[config.mk]
export PLATFORM = sky130hd
export DESIGN_NAME = zip_traditional_stream_decrypt_unit
export DESIGN_NICKNAME = d
export VERILOG_FILES = /design/src/hw/rtl/ztsd_pkg.sv /design/src/hw/rtl/ztsd_ctrl.sv /design/src/hw/rtl/ztsd_dp.sv /design/src/hw/rtl/zip_traditional_stream_decrypt_unit.sv
export SDC_FILE = /design/constraint.sdc
export NUM_CORES = 1
export LEC_CHECK = 0
export BUFFER_PORTS_ARGS = -buffer_cell sky130_fd_sc_hd__clkbuf_2
export CORE_ASPECT_RATIO = 0.5
export CORE_MARGIN = 4
export CORE_UTILIZATION = 45
export CTS_CLUSTER_SIZE = 12
export DETAILED_ROUTE_END_ITERATION = 16
export GPL_ROUTABILITY_DRIVEN = 0
export RECOVER_POWER = 25
export SLEW_MARGIN = 10
export SYNTH_ARGS = -nofsm -noshare
export SYNTH_HDL_FRONTEND = slang
export SYNTH_SLANG_ARGS = --single-unit
export TNS_END_PERCENT = 20
[constraint.sdc]
create_clock -name clk -period 5.4 [get_ports clk]
set_input_delay 1.08 -clock clk [delete_from_list [all_inputs] [get_ports clk]]
set_output_delay 1.08 -clock clk [all_outputs]
set_load 0.02 [all_outputs]
[src/hw/rtl/ztsd_pkg.sv]
package ztsd_pkg;

	localparam logic [1:0] OP_RESET   = 2'd0;
	localparam logic [1:0] OP_PASS    = 2'd1;
	localparam logic [1:0] OP_DECRYPT = 2'd2;

	localparam logic [31:0] KEY_ZERO_INIT = 32'h1234_5678;
	localparam logic [31:0] KEY_ONE_INIT  = 32'h2345_6789;
	localparam logic [31:0] KEY_TWO_INIT  = 32'h3456_7890;
	localparam logic [31:0] LCG_MULT      = 32'd134775813;
	localparam logic [31:0] CRC_POLY      = 32'hEDB8_8320;

	typedef struct packed {
		logic load_in;
		logic init_keys;
		logic ks_en;
		logic ks_xor;
		logic out_load;
		logic k0_en;
		logic k1_en;
		logic k2_en;
	} dp_cmd_t;

	// reflected CRC-32 byte step, no inversion
	function automatic logic [31:0] crc_step(input logic [31:0] c, input logic [7:0] b);
		logic [31:0] x;
		x = {24'd0, c[7:0] ^ b};
		for (int i = 0; i < 8; i++) begin
			if (x[0]) begin
				x = (x >> 1) ^ CRC_POLY;
			end else begin
				x = x >> 1;
			end
		end
		return x ^ (c >> 8);
	endfunction

endpackage

[src/hw/rtl/ztsd_ctrl.sv]
module ztsd_ctrl
	import ztsd_pkg::*;
(
	input  logic       clk,
	input  logic       arst_n,
	input  logic       in_valid,
	input  logic [1:0] op,
	output logic       in_stall,
	input  logic       out_stall,
	output logic       out_valid,
	output dp_cmd_t    cmd
);

	localparam logic [2:0] ST_IDLE = 3'd0;
	localparam logic [2:0] ST_KS   = 3'd1;
	localparam logic [2:0] ST_K0   = 3'd2;
	localparam logic [2:0] ST_K1   = 3'd3;
	localparam logic [2:0] ST_K2   = 3'd4;

	logic [2:0] state_q;
	logic [2:0] state_d;
	logic       dec_q;
	logic       out_valid_q;
	logic       accept;
	logic       out_free;

	assign in_stall  = (state_q != ST_IDLE);
	assign accept    = in_valid && !in_stall;
	assign out_valid = out_valid_q;
	assign out_free  = !out_valid_q || !out_stall;

	always_comb begin
		state_d = state_q;
		cmd     = '0;
		unique case (state_q)
			ST_IDLE: begin
				if (accept) begin
					cmd.load_in   = 1'b1;
					cmd.init_keys = (op == OP_RESET);
					if (op == OP_PASS || op == OP_DECRYPT) begin
						state_d = ST_KS;
					end
				end
			end
			ST_KS: begin
				if (!dec_q || out_free) begin
					cmd.ks_en    = 1'b1;
					cmd.ks_xor   = dec_q;
					cmd.out_load = dec_q;
					state_d      = ST_K0;
				end
			end
			ST_K0: begin
				cmd.k0_en = 1'b1;
				state_d   = ST_K1;
			end
			ST_K1: begin
				cmd.k1_en = 1'b1;
				state_d   = ST_K2;
			end
			ST_K2: begin
				cmd.k2_en = 1'b1;
				state_d   = ST_IDLE;
			end
			default: begin
				state_d = ST_IDLE;
			end
		endcase
	end

	always_ff @(posedge clk or negedge arst_n) begin
		if (!arst_n) begin
			state_q     <= ST_IDLE;
			dec_q       <= 1'b0;
			out_valid_q <= 1'b0;
		end else begin
			state_q <= state_d;
			if (accept) begin
				dec_q <= (op == OP_DECRYPT);
			end
			if (cmd.out_load) begin
				out_valid_q <= 1'b1;
			end else if (!out_stall) begin
				out_valid_q <= 1'b0;
			end
		end
	end

endmodule

[src/hw/rtl/ztsd_dp.sv]
module ztsd_dp
	import ztsd_pkg::*;
(
	input  logic       clk,
	input  logic       arst_n,
	input  dp_cmd_t    cmd,
	input  logic [7:0] data_byte,
	output logic [7:0] plain_byte
);

	logic [31:0] key_zero_q;
	logic [31:0] key_one_q;
	logic [31:0] key_two_q;
	logic [7:0]  data_q;
	logic [7:0]  byte_q;
	logic [31:0] sum_q;
	logic [7:0]  plain_q;
	logic [15:0] t;
	logic [15:0] prod;
	logic [7:0]  ks;
	logic [7:0]  stir_byte;
	logic [31:0] k0_next;
	logic [31:0] lcg;

	assign t         = key_two_q[15:0] | 16'd2;
	assign prod      = t * (t ^ 16'd1);
	assign ks        = prod[15:8];
	assign stir_byte = cmd.ks_xor ? (data_q ^ ks) : data_q;
	assign k0_next   = crc_step(key_zero_q, byte_q);
	assign lcg       = sum_q * LCG_MULT + 32'd1;
	assign plain_byte = plain_q;

	always_ff @(posedge clk or negedge arst_n) begin
		if (!arst_n) begin
			key_zero_q <= KEY_ZERO_INIT;
			key_one_q  <= KEY_ONE_INIT;
			key_two_q  <= KEY_TWO_INIT;
		end else if (cmd.init_keys) begin
			key_zero_q <= KEY_ZERO_INIT;
			key_one_q  <= KEY_ONE_INIT;
			key_two_q  <= KEY_TWO_INIT;
		end else begin
			if (cmd.k0_en) begin
				key_zero_q <= k0_next;
			end
			if (cmd.k1_en) begin
				key_one_q <= lcg;
			end
			if (cmd.k2_en) begin
				key_two_q <= crc_step(key_two_q, key_one_q[31:24]);
			end
		end
	end

	always_ff @(posedge clk) begin
		if (cmd.load_in) begin
			data_q <= data_byte;
		end
		if (cmd.ks_en) begin
			byte_q <= stir_byte;
		end
		if (cmd.out_load) begin
			plain_q <= stir_byte;
		end
		if (cmd.k0_en) begin
			sum_q <= key_one_q + {24'd0, k0_next[7:0]};
		end
	end

endmodule

[src/hw/rtl/zip_traditional_stream_decrypt_unit.sv]
// channel  | handshake            | payload
// request  | in_valid / in_stall  | op[1:0], data_byte[7:0]
// result   | out_valid / out_stall| plain_byte[7:0]
//
// Password and decrypt requests keep in_stall high after accept while the block steps through
// keystream, then key_zero CRC, key_one multiply, key_two CRC, and returns to idle.
// Reset-keys and unused requests keep the block idle. A decrypt's keystream step sets out_valid.
// arst_n loads the initial key constants and empties the output register.
// A decrypt request waits in the keystream cycle while an earlier result is still stalled.
module zip_traditional_stream_decrypt_unit
	import ztsd_pkg::*;
(
	input  logic       clk,
	input  logic       arst_n,
	input  logic       in_valid,
	output logic       in_stall,
	input  logic [1:0] op,
	input  logic [7:0] data_byte,
	output logic       out_valid,
	input  logic       out_stall,
	output logic [7:0] plain_byte
);

	dp_cmd_t cmd;

	ztsd_ctrl u_ctrl (
		.clk       (clk),
		.arst_n    (arst_n),
		.in_valid  (in_valid),
		.op        (op),
		.in_stall  (in_stall),
		.out_stall (out_stall),
		.out_valid (out_valid),
		.cmd       (cmd)
	);

	ztsd_dp u_dp (
		.clk        (clk),
		.arst_n     (arst_n),
		.cmd        (cmd),
		.data_byte  (data_byte),
		.plain_byte (plain_byte)
	);

	a_no_overwrite: assert property (@(posedge clk) disable iff (!arst_n)
		cmd.out_load |-> !(out_valid && out_stall))
		else $error("result overwritten while stalled");

	a_key_seq: assert property (@(posedge clk) disable iff (!arst_n)
		cmd.k0_en |=> cmd.k1_en ##1 cmd.k2_en)
		else $error("key update sequence broken");

	a_reset_quick: assert property (@(posedge clk) disable iff (!arst_n)
		(in_valid && !in_stall && op == OP_RESET) |=> !in_stall)
		else $error("reset-keys request left block busy");

endmodule
Word-level counts from Yosys, hierarchy flattened
Cells that the tools add are included.
W data, S select, Z words.
- bits in registers: 157
- output and inout bits: 10
- word-level logic and storage cells: 113
- add/sub/neg operators: 2
- $mul: 2
- equal/unequal tests: 10
- muxes and demuxes: 52
- bitwise operators: 22
- reduce and logical (&&, ||, !) cells: 15
- operator list (cell ; count):
    $mux W32 ; 38
    $not A13 Y14 ; 14
    $xor A32 B24 Y32 ; 2
    $add A32 B1 Y32 const B ; 1
    $add A32 B8 Y32 ; 1
    $mul A32 B28 Y32 const B ; 1
    $not A1 Y14 ; 2
    $xor A8 B8 Y8 ; 3
    $mul A16 B16 Y16 ; 1
    $mux W3 ; 5
    $pmux W3 S4 ; 1
    $mux W8 ; 1
    $ne A2 B1 Y1 const B ; 4
    $eq A3 B2 Y1 const B ; 2
    $reduce_bool A2 Y1 ; 3
    $mux W1 ; 5
    $logic_not A1 Y1 ; 4
    $mux W2 ; 2
    $eq A3 B1 Y1 const B ; 1
    $eq A3 B3 Y1 const B ; 1
    $logic_not A3 Y1 ; 1
    $logic_or A1 B1 Y1 ; 3
    $reduce_and A3 Y1 ; 1
    $reduce_bool A3 Y1 ; 1
    other kinds (5) ; 5

Logic depth before layout (Yosys ltp)
Gate-level depths: netlist of run 1.
- depth after elaboration: 37
- gate-level depth with buffers: 24
- mapped depth without buffers: 23

Cells and area by module
A second synthesis of run 1 with hierarchy kept.
- cell total of the unflattened synthesis: 1487
- area, all modules: 15061.9 um^2
- by module, submodules not included (module ; instances ; cells an instance ; area each (um^2) ; seq. area each (um^2)):
    ztsd_dp ; 1 ; 1454 ; 14706.6 ; 4134.0
    ztsd_ctrl ; 1 ; 33 ; 355.3 ; 125.1

Worst setup path before layout of run 1
No wires, ideal clock.
- path kind: reg2reg
- start: register u_dp.key_two_q[2]
- end: register u_dp.byte_q[6], data pin
- setup time: 262 ps
- arrival: 5469 ps
- data required time: 5138 ps
- path slack: -331 ps
- cell stages (with the launch flop): 24
- clock period less this slack: 5731 ps
- cells stage by stage: dfrtp_1 clkbuf_1 nand2_1 inv_1 fa_1 inv_1 fa_1 inv_1 fa_1 inv_1 fa_1 inv_1 fa_1 inv_1 fa_1 inv_1 ha_1 and3_1 a31o_2 or2_1 a21oi_1 xnor2_1 nand2_1 xnor2_1
- longest elaborated chain between the ends: 3
- ends and longest elaborated chain (element ; RTL line ; text):
    start, declared ; ztsd_dp.sv:13 ; logic [31:0] key_two_q;
    start signal, assigned ; ztsd_dp.sv:50 ; key_two_q <= crc_step(key_two_q, key_one_q[31:24]);
    $mul A16 B16 Y16 ; ztsd_dp.sv:26 ; assign prod = t * (t ^ 16'd1);
    $xor A8 B8 Y8 ; ztsd_dp.sv:28 ; assign stir_byte = cmd.ks_xor ? (data_q ^ ks) : data_q;
    $mux W8 ; ztsd_dp.sv:28 ;
    net u_dp.stir_byte[6] ; ztsd_dp.sv:21 ; logic [7:0] stir_byte;
    end signal, assigned ; ztsd_dp.sv:60 ; byte_q <= stir_byte;
    end, declared ; ztsd_dp.sv:15 ; logic [7:0] byte_q;
The timed path passes the listed nets, and every way through them passes these cells.
A chain may end at the register's enable or synchronous reset.

Worst setup path after layout of run 1
- start: register u_dp.key_two_q[4]
- end: register u_dp.plain_q[6] (netlist: u_dp.plain_byte[6]), data pin
- longest elaborated chain between the ends: 3
- ends and longest elaborated chain (element ; RTL line ; text):
    $mul A16 B16 Y16 ; ztsd_dp.sv:26 ;
    $xor A8 B8 Y8 ; ztsd_dp.sv:28 ;
    $mux W8 ; ztsd_dp.sv:28 ;
    net u_dp.stir_byte[6] ; ztsd_dp.sv:21 ;
    end signal, assigned ; ztsd_dp.sv:63 ; plain_q <= stir_byte;
    end, declared ; ztsd_dp.sv:17 ; logic [7:0] plain_q;
The timed path passes the listed nets, and every way through them passes these cells.

==> flow_metrics.env, run 1 <==
export IMPL_status="finished with violations"
export IMPL_violations="max-capacitance violations, max-slew violations, negative setup slack"
export IMPL_post_route_min_period_ns=5.472
export IMPL_clkSlewWorstSetupHoldPaths_ns=0.07
export IMPL_crit_type="flop to flop"
export IMPL_hold_path_depth=2
export IMPL_grt_max_degree=62
export IMPL_ys_flop_type="dfrtp_1"
export IMPL_crit_slowest_cell="fa_1"
export IMPL_numCtsBuffers=17
export IMPL_start_util=0.4570
export IMPL_synth_cells=1386
export IMPL_dr_pass1_iters=7
export IMPL_synth_cell_types=68
export IMPL_grt_pass1_vias=10240
export IMPL_ys_ff_latch=157
export IMPL_hold_violations=0
export IMPL_drive_above_1_share=0.1590
export IMPL_htree_levels=4
export IMPL_num_antenna_cells=0
export IMPL_skew_ns=0.01272
export IMPL_cp_data_required_time_ns=5.57
export IMPL_rows=46
export IMPL_wl_per_cell_um=17.19
export IMPL_async_flop_share=0.6433
export IMPL_holdPathEnd="u_dp.key_zero_q[20]"
export IMPL_cts_tree="done"
export IMPL_r2r_start="u_dp.key_two_q[4]"
export IMPL_grt_ovfl_total=0
export IMPL_fmax_ghz=0.1828
export IMPL_tns_ns=-0.2470
export IMPL_synth_edf_count=56
export IMPL_die_w_um=261.8
export IMPL_grt_pass1_wl_mm=54.83
export IMPL_final_nets=1769
export IMPL_min_period_over_period=1.013
export IMPL_rsz0062_at_grt="yes"
export IMPL_drv_cap=1
export IMPL_clock_latency_ns=0.43
export IMPL_vias_per_cell=5.061
export IMPL_hold_buffers=0
export IMPL_start_kind="flop"
export IMPL_drc=0
export IMPL_num_vias=9666
export IMPL_avgSynthCellArea_sq_um=10.46
export IMPL_path_cells="and2_4 > fa_1 > inv_2 > fa_1 > inv_1 > fa_1 > fa_1 > fa_1 > inv_2 > fa_1 > inv_2 > ha_4 > and3_4 > a31o_4 > or2_4 > a21oi_2 > xnor2_1 > nand2_1 > xnor2_1"
export IMPL_synthesis_nets=1690
export IMPL_cts_buffer_depth=2
export IMPL_cts_sinks=157
export IMPL_drt_iter0_drc=528
export IMPL_final_cells=1910
export IMPL_io_pins=24
export IMPL_placed_cell_area_sq_um=15530
export IMPL_slew_violations=62
export IMPL_post_route_util=0.5137
export IMPL_hpwl_mm=25.60
export IMPL_worstPathArrival_ns=5.64
export IMPL_io_buffers=23
export IMPL_track_usage=0.1972
export IMPL_design_core_area_sq_um=31710
export IMPL_synthToLayoutAreaGrowth_pct=12.42
export IMPL_cp_common_cell="fa_1"
export IMPL_ys_seq_area_frac=0.2939
export IMPL_slowest_delay_ns=0.53
export IMPL_synth_cell_area_sq_um=14490
export IMPL_ant_nets=0
export IMPL_dp_cells=1867
export IMPL_design_area_sq_um=16290
export IMPL_worstPathMaxFanout=6
export IMPL_root_buffer="clkbuf_16"
export IMPL_min_from="u_dp.key_zero_q[20]"
export IMPL_totalWireLength_mm=32.84
export IMPL_crit_path_end_kind="flop"
export IMPL_worstMarginPinSlew_ns=3.582
export IMPL_ys_warnings_count=0
export IMPL_reg2regPathDepth=19
export IMPL_slew_headroom=-1.388
export IMPL_dieArea_sq_um=35310
export IMPL_hold_class="flop to flop"
export IMPL_antenna_found_initial=0
export IMPL_worstReg2RegEnd="u_dp.plain_byte[6]"
export IMPL_rrSetupSlack_ns=-0.07
export IMPL_setup_slack_ns=-0.07170
export IMPL_die_y_um=134.9
export IMPL_setup_violations=6
==> layout by cell type (no fill, tap or decap), types with 5 or more instances in the layout <==
master / n
inv_1: 223
ha_1: 163
xnor2_1: 147
fa_1: 114
xor2_1: 71
nand2_1: 66
nor2_1: 65
a21oi_1: 65
buf_4: 61
dfrtp_1: 58
edfxtp_1: 56
dfstp_2: 40
a22o_1: 35
o21ai_0: 26
clkbuf_2: 21
clkbuf_16: 18
nand3_1: 14
a21o_1: 13
xnor2_2: 13
and2_1: 12
nor3_1: 12
nand2b_1: 12
nor2b_1: 10
inv_2: 8
o21ai_1: 8
nand4_1: 7
o21bai_1: 7
and3_1: 6
or2_2: 6
ha_4: 6
buf_6: 6
nand2_2: 5
nor3b_1: 5
a22oi_1: 5
==> registers in the layout, summed over array words and instances, names as in the netlist <==
| name | cells |
|---|---|
| u_dp.plain_byte | 8 |
| u_dp.key_one_q | 32 |
| u_ctrl.state_q | 3 |
| u_dp.byte_q | 8 |
| u_ctrl.out_valid | 1 |
| u_dp.key_two_q | 32 |
| u_ctrl.dec_q | 1 |
| u_dp.data_q | 8 |
| u_dp.sum_q | 32 |
| u_dp.key_zero_q | 32 |
==> worst max path at each step <==
stage / from / to / depth (start not counted)
2_1_floorplan: u_dp.key_two_q[4] / u_dp.byte_q[7] / 18
3_3_place_gp: u_dp.key_two_q[4] / u_dp.plain_byte[5] / 19
3_5_place_dp: u_dp.key_two_q[6] / u_dp.plain_byte[7] / 19
4_1_cts: u_dp.key_two_q[2] / u_dp.plain_byte[6] / 22
5_1_grt: u_dp.key_two_q[4] / u_dp.plain_byte[6] / 19
6_report: u_dp.key_two_q[4] / u_dp.plain_byte[6] / 19
==> stage by stage <==
step | hold WS (ns) | setup WS [ns]
floorplan | 0.4563 | -0.06500
global placement | 0.4847 | -0.07630
detailed placement | 0.5004 | -0.1821
CTS | 0.5133 | -0.05242
global route | 0.5336 | -0.2761
finish | 0.5100 | -0.07170
==> per-layer routing <==
layer,wire length [um],GRT usage
met1,15890,0.2810
met5,0,0
met3,1029,0.02511
met2,15610,0.3288
met4,320,0.03613
==> cell type report <==
cell class | count | area (sq um)
Tap cell | 432 | 540.5
Timing Repair Buffer | 90 | 638.1
Fill cell | 2836 | 15420
Clock buffer | 20 | 467.9
Multi-Input combinational cell | 965 | 9399
Sequential cell | 157 | 4263
Inverter | 234 | 883.3
Clock inverter | 12 | 100.1
==> synthesized netlist by cell type, types with 3 or more instances <==
library cell	instances	area share
edfxtp_1	56	0.12
and3_1	7	0.0030
a22oi_1	5	0.0026
dfrtp_1	61	0.11
xnor2_2	12	0.013
nor3b_1	7	0.0036
a22o_1	35	0.021
o21ai_1	7	0.0024
o21ai_0	27	0.0093
xor2_1	72	0.044
clkbuf_1	24	0.0062
ha_1	172	0.15
o32a_1	4	0.0028
inv_1	233	0.060
a21oi_1	66	0.023
nand4_1	7	0.0030
or3_1	3	0.0013
fa_1	118	0.16
nand2b_1	12	0.0052
and2_1	15	0.0065
nor3_1	12	0.0041
dfstp_2	40	0.073
o21bai_1	7	0.0036
nor2b_1	10	0.0043
nand2_1	72	0.019
o22ai_1	4	0.0017
a31oi_1	4	0.0017
nor2_1	67	0.017
or2_2	6	0.0026
xnor2_1	148	0.089
or2_1	4	0.0017
nand3_1	15	0.0052
a21o_1	13	0.0067
==> repair_timing <==
item,CTS,global route
gates resized for setup,19,9
endpoints found under the setup margin,6,10
buffers inserted,10,1
pin swaps,22,6
endpoints found under the hold margin,0,0
==> cell families (layout without fill, tap and decap cells) <==
| group | count (synthesis) | count (layout) | share of synthesized area |
|---|---|---|---|
| flops | 157 | 157 | 0.2939 |
| fa+ha+maj | 290 | 290 | 0.3115 |
| compound gates | 192 | 192 | 0.08815 |
| xor+xnor | 236 | 236 | 0.1533 |
| mux | 3 | 3 | 0.002159 |
| buf+inv | 264 | 356 | 0.07054 |
| simple gates | 243 | 243 | 0.08021 |
| other cells | 1 | 1 | 0.0002588 |
==> worst max-delay path, delay by kind of cell, from the launching register on <==
kind	cells	cell delay, ns
adders and majority gates	7	3.27
and+or+nand+nor	4	0.67
DFF	1	0.40
AOI/OAI and AO/OA	2	0.38
xor gates and xnor gates	2	0.29
buffers and inverters	4	0.19
Power of run 1 is left out: the tool's default activity adds up to more than one toggle a clock period on the data nets, which glitch-free logic cannot reach.
==> run 2: changes to the inputs <==
ABC_AREA = 1   (was not set)
==> run 2 against run 1 <==
Effect of this change: the run ends with max-capacitance violations, max-slew violations left; synthesized cell count grew 34%; worst setup slack better by 0.26 ns; final area increased by 8.0%; clock skew is 0.00083 ns higher; critical path depth grew 3; count of clock-buffer cells in the layout down 2; sequential cell count stayed put; global-route usage is 1.3 points higher; utilization decreased by 0.60 points; largest cell class unchanged; area after synthesis rose by 9.8%; non-clock buffer count down 20; critical path type unchanged.
==> flow_metrics.env, run 2 <==
export IMPL_status="finished with violations"
export IMPL_violations="max-capacitance violations, max-slew violations"
export IMPL_root_buffer="clkbuf_16"
export IMPL_ys_flop_type="dfrtp_1"
export IMPL_num_vias=12040
export IMPL_path_buf_inv=6
export IMPL_cts_buffer_depth=2
export IMPL_rsz0062_at_grt="yes"
export IMPL_totalWireLength_mm=39.14
export IMPL_drv_cap=1
export IMPL_final_nets=2223
export IMPL_clkSlewWorstSetupHoldPaths_ns=0.07
export IMPL_skew_ns=0.01355
export IMPL_cp_top_family="adder cells"
export IMPL_ant_nets=0
export IMPL_io_pins=24
export IMPL_drc=0
export IMPL_synth_cell_area_sq_um=15920
export IMPL_slew_headroom=-1.191
export IMPL_min_period_over_period=0.9647
export IMPL_whs_ns=0.5096
export IMPL_hold_violations=0
export IMPL_wl_per_cell_um=16.26
export IMPL_cts_sinks=157
export IMPL_yosysMostFrequentCell="inv_1"
export IMPL_fmax_ghz=0.1920
export IMPL_holdPathEnd="u_dp.key_zero_q[5]"
export IMPL_htree_levels=4
export IMPL_synthesis_nets=2167
export IMPL_yosysTopAreaCell="fa_1"
export IMPL_crit_path_end_kind="flop"
export IMPL_async_flop_share=0.6433
export IMPL_rows=48
export IMPL_synth_cells=1863
export IMPL_grt_ovfl_total=0
export IMPL_track_usage=0.2100
export IMPL_crit_type="flop to flop"
export IMPL_grt_pass1_vias=11860
export IMPL_slowest_delay_ns=0.62
export IMPL_cp_data_required_time_ns=5.58
export IMPL_r2r_start="u_dp.key_two_q[7]"
export IMPL_worstReg2RegEnd="u_dp.byte_q[6]"
export IMPL_die_y_um=141.0
export IMPL_hold_path_depth=2
export IMPL_setup_violations=0
export IMPL_vias_per_cell=5.000
export IMPL_crit_slowest_cell="dfstp_2"
export IMPL_layout_common_cells="397 x inv_1, 345 x nand2_1, 164 x ha_1, 115 x fa_1, 97 x xor2_1"
export IMPL_worstMarginPinSlew_ns=3.287
export IMPL_clock_latency_ns=0.44
export IMPL_start_kind="flop"
export IMPL_hold_class="flop to flop"
export IMPL_die_w_um=274.0
export IMPL_ys_ff_latch=157
export IMPL_synth_area_top_cells="fa_1 15%, ha_1 14%, edfxtp_1 11%, dfrtp_1 9.6%, inv_1 9.5%"
export IMPL_min_from="u_dp.key_zero_q[5]"
export IMPL_worstPathArrival_ns=5.39
export IMPL_hpwl_mm=31.23
export IMPL_dieArea_sq_um=38630
export IMPL_post_route_min_period_ns=5.209
export IMPL_path_cells="buf_6 > nand2_1 > inv_1 > fa_1 > ha_2 > o21bai_2 > fa_1 > inv_2 > fa_1 > inv_1 > fa_1 > inv_1 > fa_1 > inv_2 > ha_4 > nand2_2 > nor2_4 > nand3_2 > o2111ai_2 > or2_4 > nand3_2 > xnor2_2"
export IMPL_start_util=0.4593
export IMPL_worstPathMaxFanout=6
export IMPL_synthToLayoutAreaGrowth_pct=10.52
export IMPL_synth_top_area_share=0.1484
export IMPL_numCtsBuffers=17
export IMPL_num_antenna_cells=0
export IMPL_drive_above_1_share=0.1185
export IMPL_cts_tree="done"
export IMPL_ys_warnings_count=0
export IMPL_grt_pass1_wl_mm=63.49
export IMPL_avgSynthCellArea_sq_um=8.544
export IMPL_hold_buffers=0
export IMPL_cp_common_cell="fa_1"
export IMPL_antenna_found_initial=0
export IMPL_final_common_cell="inv_1"
export IMPL_drt_iter0_drc=811
export IMPL_slew_violations=60
export IMPL_grt_max_degree=60
export IMPL_reg2regPathDepth=22
export IMPL_ys_top_cells_by_count="404 x inv_1, 352 x nand2_1, 172 x ha_1, 118 x fa_1, 97 x xor2_1"
export IMPL_io_buffers=23
export IMPL_rrSetupSlack_ns=0.19
export IMPL_synth_cell_types=52
export IMPL_dr_pass1_iters=5
export IMPL_synth_edf_count=56
export IMPL_ys_seq_area_frac=0.2676
export IMPL_design_core_area_sq_um=34650
[run 2: cell count changes in the layout (fill, tap and decap cells not counted), sizes merged, moves of 15 or more]
cell / before / now
inv: 239 / 417
buf: 67 / 44
nand2: 72 / 360
o22ai: 4 / 42
a22o: 36 / 4
xor2: 74 / 104
nor2: 67 / 82
o21ai: 34 / 82
nand3: 15 / 68
xnor2: 162 / 66
[run 2: cell families after synthesis]
group,after synthesis,synth area share
other cells,1,0.0002356
flops,157,0.2676
xor+xnor,170,0.1084
fa+ha+maj,290,0.2836
simple gates,572,0.1518
compound gates,224,0.08002
buf+inv,448,0.1077
mux,1,0.0007074
[run 2: how the worst max path moves through the flow]
stage                        from             end  slack (ns)  cells past startpoint
2_1_floorplan   u_dp.key_two_q[3]  u_dp.byte_q[7]        0.01                     22
3_3_place_gp   u_dp.key_two_q[11]  u_dp.byte_q[6]        0.08                     19
3_5_place_dp   u_dp.key_two_q[11]  u_dp.byte_q[6]        0.01                     19
4_1_cts         u_dp.key_two_q[2]  u_dp.byte_q[6]        0.01                     22
5_1_grt         u_dp.key_two_q[7]  u_dp.byte_q[7]       -0.03                     23
6_report        u_dp.key_two_q[7]  u_dp.byte_q[6]        0.19                     22
[run 2: tightest hold or removal path: cells and delay by family (launching register included)]
| kind | cells | cell delay (ns) |
|---|---|---|
| AOI/OAI and AO/OA | 1 | 0.05 |
| and+or+nand+nor | 1 | 0.09 |
| DFF | 1 | 0.37 |
[run 2: area by class of cell]
| type | instances | area (sq um) |
|---|---|---|
| repair buffers | 70 | 465.4 |
| fillers | 3291 | 17060 |
| clock inverters | 14 | 143.9 |
| inverters | 415 | 1558 |
| clock buffers | 18 | 429.2 |
| flip-flops and latches | 157 | 4265 |
| multi-input cells | 1258 | 10140 |
| well taps | 475 | 594.3 |
[run 2: metrics by stage]
stage                     TNS, ns  instance area (sq um)  setup slack, ns  std cells  utilization
after floorplan                 0                  15930          0.01416       1863            -
after global placement          0                  16770          0.07954       2364       0.4840
after detailed placement        0                  16770          0.01350       2364       0.4840
after CTS                       0                  17360          0.01390       2396       0.5009
after global routing      -0.1841                  17590         -0.03219       2407       0.5077
final                           0                  17590           0.1908       2407       0.5077
[run 2: what timing repair did]
action,CTS,global route
pin swaps,0,20
gates resized for setup,1,45
buffers inserted,0,11
setup endpoints to repair,2,10
[run 2: metal layers]
metal  up-vias  share of wire  GRT usage
met4         0          0.020    0.05383
li1       5974              -          -
met2       242           0.44     0.3248
met3        48          0.058    0.04286
met5         -              0          0
met1      5771           0.48     0.3031
Power of run 2 is left out for the same reason.
==> run 3: changes to the inputs <==
CORE_MARGIN = 2   (was 4)
==> run 3 against run 2 <==
Effect of this change: the run still ends with max-capacitance violations, max-slew violations left; final area barely moved; utilization about the same; clock skew is essentially flat; sequential share of layout area barely moved; fmax is 0.21% higher; first-iteration DRC count up 15%; critical path depth stayed put; via count is 0.34% lower; global-route usage increased by 1.3 points; cell count fell by 0.21%; routed wire length up 0.28%; die area is 4.3% lower; largest cell class unchanged.
==> flow_metrics.env, run 3 (same netlist as run 2, synthesis figures left out) <==
export IMPL_min_period_over_period=0.9626
export IMPL_skew_ns=0.01392
export IMPL_clkSlewWorstSetupHoldPaths_ns=0.07
export IMPL_final_common_cell="inv_1"
export IMPL_setup_slack_ns=0.2020
export IMPL_io_pins=24
export IMPL_met1_length_mm=19.38
export IMPL_antenna_found_initial=0
export IMPL_drc=0
export IMPL_dr_wl_met3_mm=1.628
export IMPL_vias_per_cell=4.993
export IMPL_clock_latency_ns=0.44
export IMPL_num_vias=11990
export IMPL_slew_violations=76
export IMPL_synthToLayoutAreaGrowth_pct=10.47
export IMPL_drive_above_1_share=0.1136
export IMPL_die_w_um=270.0
export IMPL_slowest_delay_ns=0.52
export IMPL_ant_nets=0
export IMPL_crit_path_end_kind="flop"
export IMPL_grt_pass1_vias=11810
export IMPL_crit_slowest_cell="fa_1"
export IMPL_slew_headroom=-1.755
export IMPL_drt_iter0_drc=931
export IMPL_status="finished with violations"
export IMPL_post_place_ws_ns=0.03278
export IMPL_dieArea_sq_um=36980
export IMPL_start_util=0.4593
export IMPL_start_kind="flop"
export IMPL_totalWireLength_mm=39.25
export IMPL_rows=48
export IMPL_rsz0062_at_grt="yes"
export IMPL_track_usage=0.2228
export IMPL_layout_common_cells="402 x inv_1, 347 x nand2_1, 165 x ha_1, 116 x fa_1, 97 x xor2_1"
export IMPL_design_core_area_sq_um=34650
export IMPL_placed_cell_area_sq_um=16770
export IMPL_worstPathArrival_ns=5.38
export IMPL_dr_pass1_iters=5
export IMPL_hold_violations=0
export IMPL_cp_common_cell="inv_1"
export IMPL_grt_ovfl_total=0
export IMPL_hpwl_mm=31.56
export IMPL_cp_data_required_time_ns=5.59
export IMPL_cts_buffer_depth=2
export IMPL_dp_cells=2364
export IMPL_numCtsBuffers=17
export IMPL_grt_max_degree=76
export IMPL_post_route_min_period_ns=5.198
export IMPL_cts_sinks=157
export IMPL_crit_type="flop to flop"
export IMPL_violations="max-capacitance violations, max-slew violations"
export IMPL_die_y_um=137.0
export IMPL_final_nets=2218
export IMPL_drv_cap=1
export IMPL_hold_class="flop to flop"
export IMPL_wl_met2_mm=17.72
export IMPL_worstMarginPinSlew_ns=4.132
export IMPL_worstPathMaxFanout=5
export IMPL_fmax_ghz=0.1924
export IMPL_setup_violations=0
export IMPL_wl_per_cell_um=16.34
export IMPL_num_antenna_cells=0
export IMPL_top_layer_used="met4"
export IMPL_htree_levels=4
export IMPL_grt_pass1_wl_mm=63.77
export IMPL_hold_buffers=0
export IMPL_io_buffers=23
export IMPL_cts_tree="done"
export IMPL_design_area_sq_um=17580
export IMPL_root_buffer="clkbuf_16"
export IMPL_final_cells=2402
export IMPL_path_cells="nand2_2 > inv_1 > fa_1 > inv_1 > fa_1 > inv_1 > fa_1 > inv_1 > fa_1 > inv_1 > fa_1 > inv_1 > fa_1 > inv_1 > ha_4 > nand2_1 > nor2_2 > nand3_2 > o2111ai_2 > or2_4 > nand3_2 > xnor2_2"
run 3: cell count changes in the layout (fill, tap and decap cells not counted), moves of 3 or more:
cell | before | now
inv_8 | 0 | 6
inv_2 | 18 | 13
inv_1 | 397 | 402
clkbuf_1 | 6 | 3
buf_4 | 41 | 37
run 3: critical path, delay by kind of cell (launching register included):
kind            cells  cell delay [ns]
flops               1             0.46
fa+ha+maj           7             3.25
simple gates        6             0.60
xor+xnor            1             0.15
compound gates      1             0.11
buf+inv             7             0.36
run 3: what timing repair did:
action	CTS	global route
endpoints found under the setup margin	0	10
setup buffers	0	6
resized for setup	0	36
run 3: layer usage:
layer	global-route usage	vias up
met5	0	-
met2	0.3606	239
met3	0.02877	33
met1	0.3203	5767
li1	-	5955
met4	0.04815	0
run 3: layout make-up:
cell class              count  area [sq um]
clock buffers              17         425.4
well taps                 475         594.3
fillers                  3298         17070
flip-flops and latches    157          4265
multi-input cells        1258         10110
inverters                 415          1558
clock inverters            15         195.2
repair buffers             65         432.9
run 3: stage by stage:
step | hold slack (ns) | setup TNS, ns | utilization
after global placement | 0.4826 | 0 | 0.4840
after detailed placement | 0.4861 | 0 | 0.4840
after CTS | 0.5028 | 0 | 0.5020
after floorplan | 0.4652 | 0 | -
final | 0.5004 | 0 | 0.5074
after global routing | 0.5219 | -0.09827 | 0.5074
run 3: worst paths after layout:
check | from | depth (start not counted) | slack [ns] | end
worst max register to register | u_dp.key_two_q[2] | 22 | 0.20 | u_dp.plain_byte[6]
min in group asynchronous | arst_n | 1 | 2.07 | u_dp.key_two_q[16]
worst min register to register | u_ctrl.out_valid | 2 | 0.50 | u_ctrl.out_valid
max in group asynchronous | arst_n | 1 | 0.99 | u_dp.key_one_q[5]
worst max-delay path | u_dp.key_two_q[2] | 22 | 0.20 | u_dp.plain_byte[6]
worst min-delay path | u_ctrl.out_valid | 2 | 0.50 | u_ctrl.out_valid
Power of run 3 is left out for the same reason.
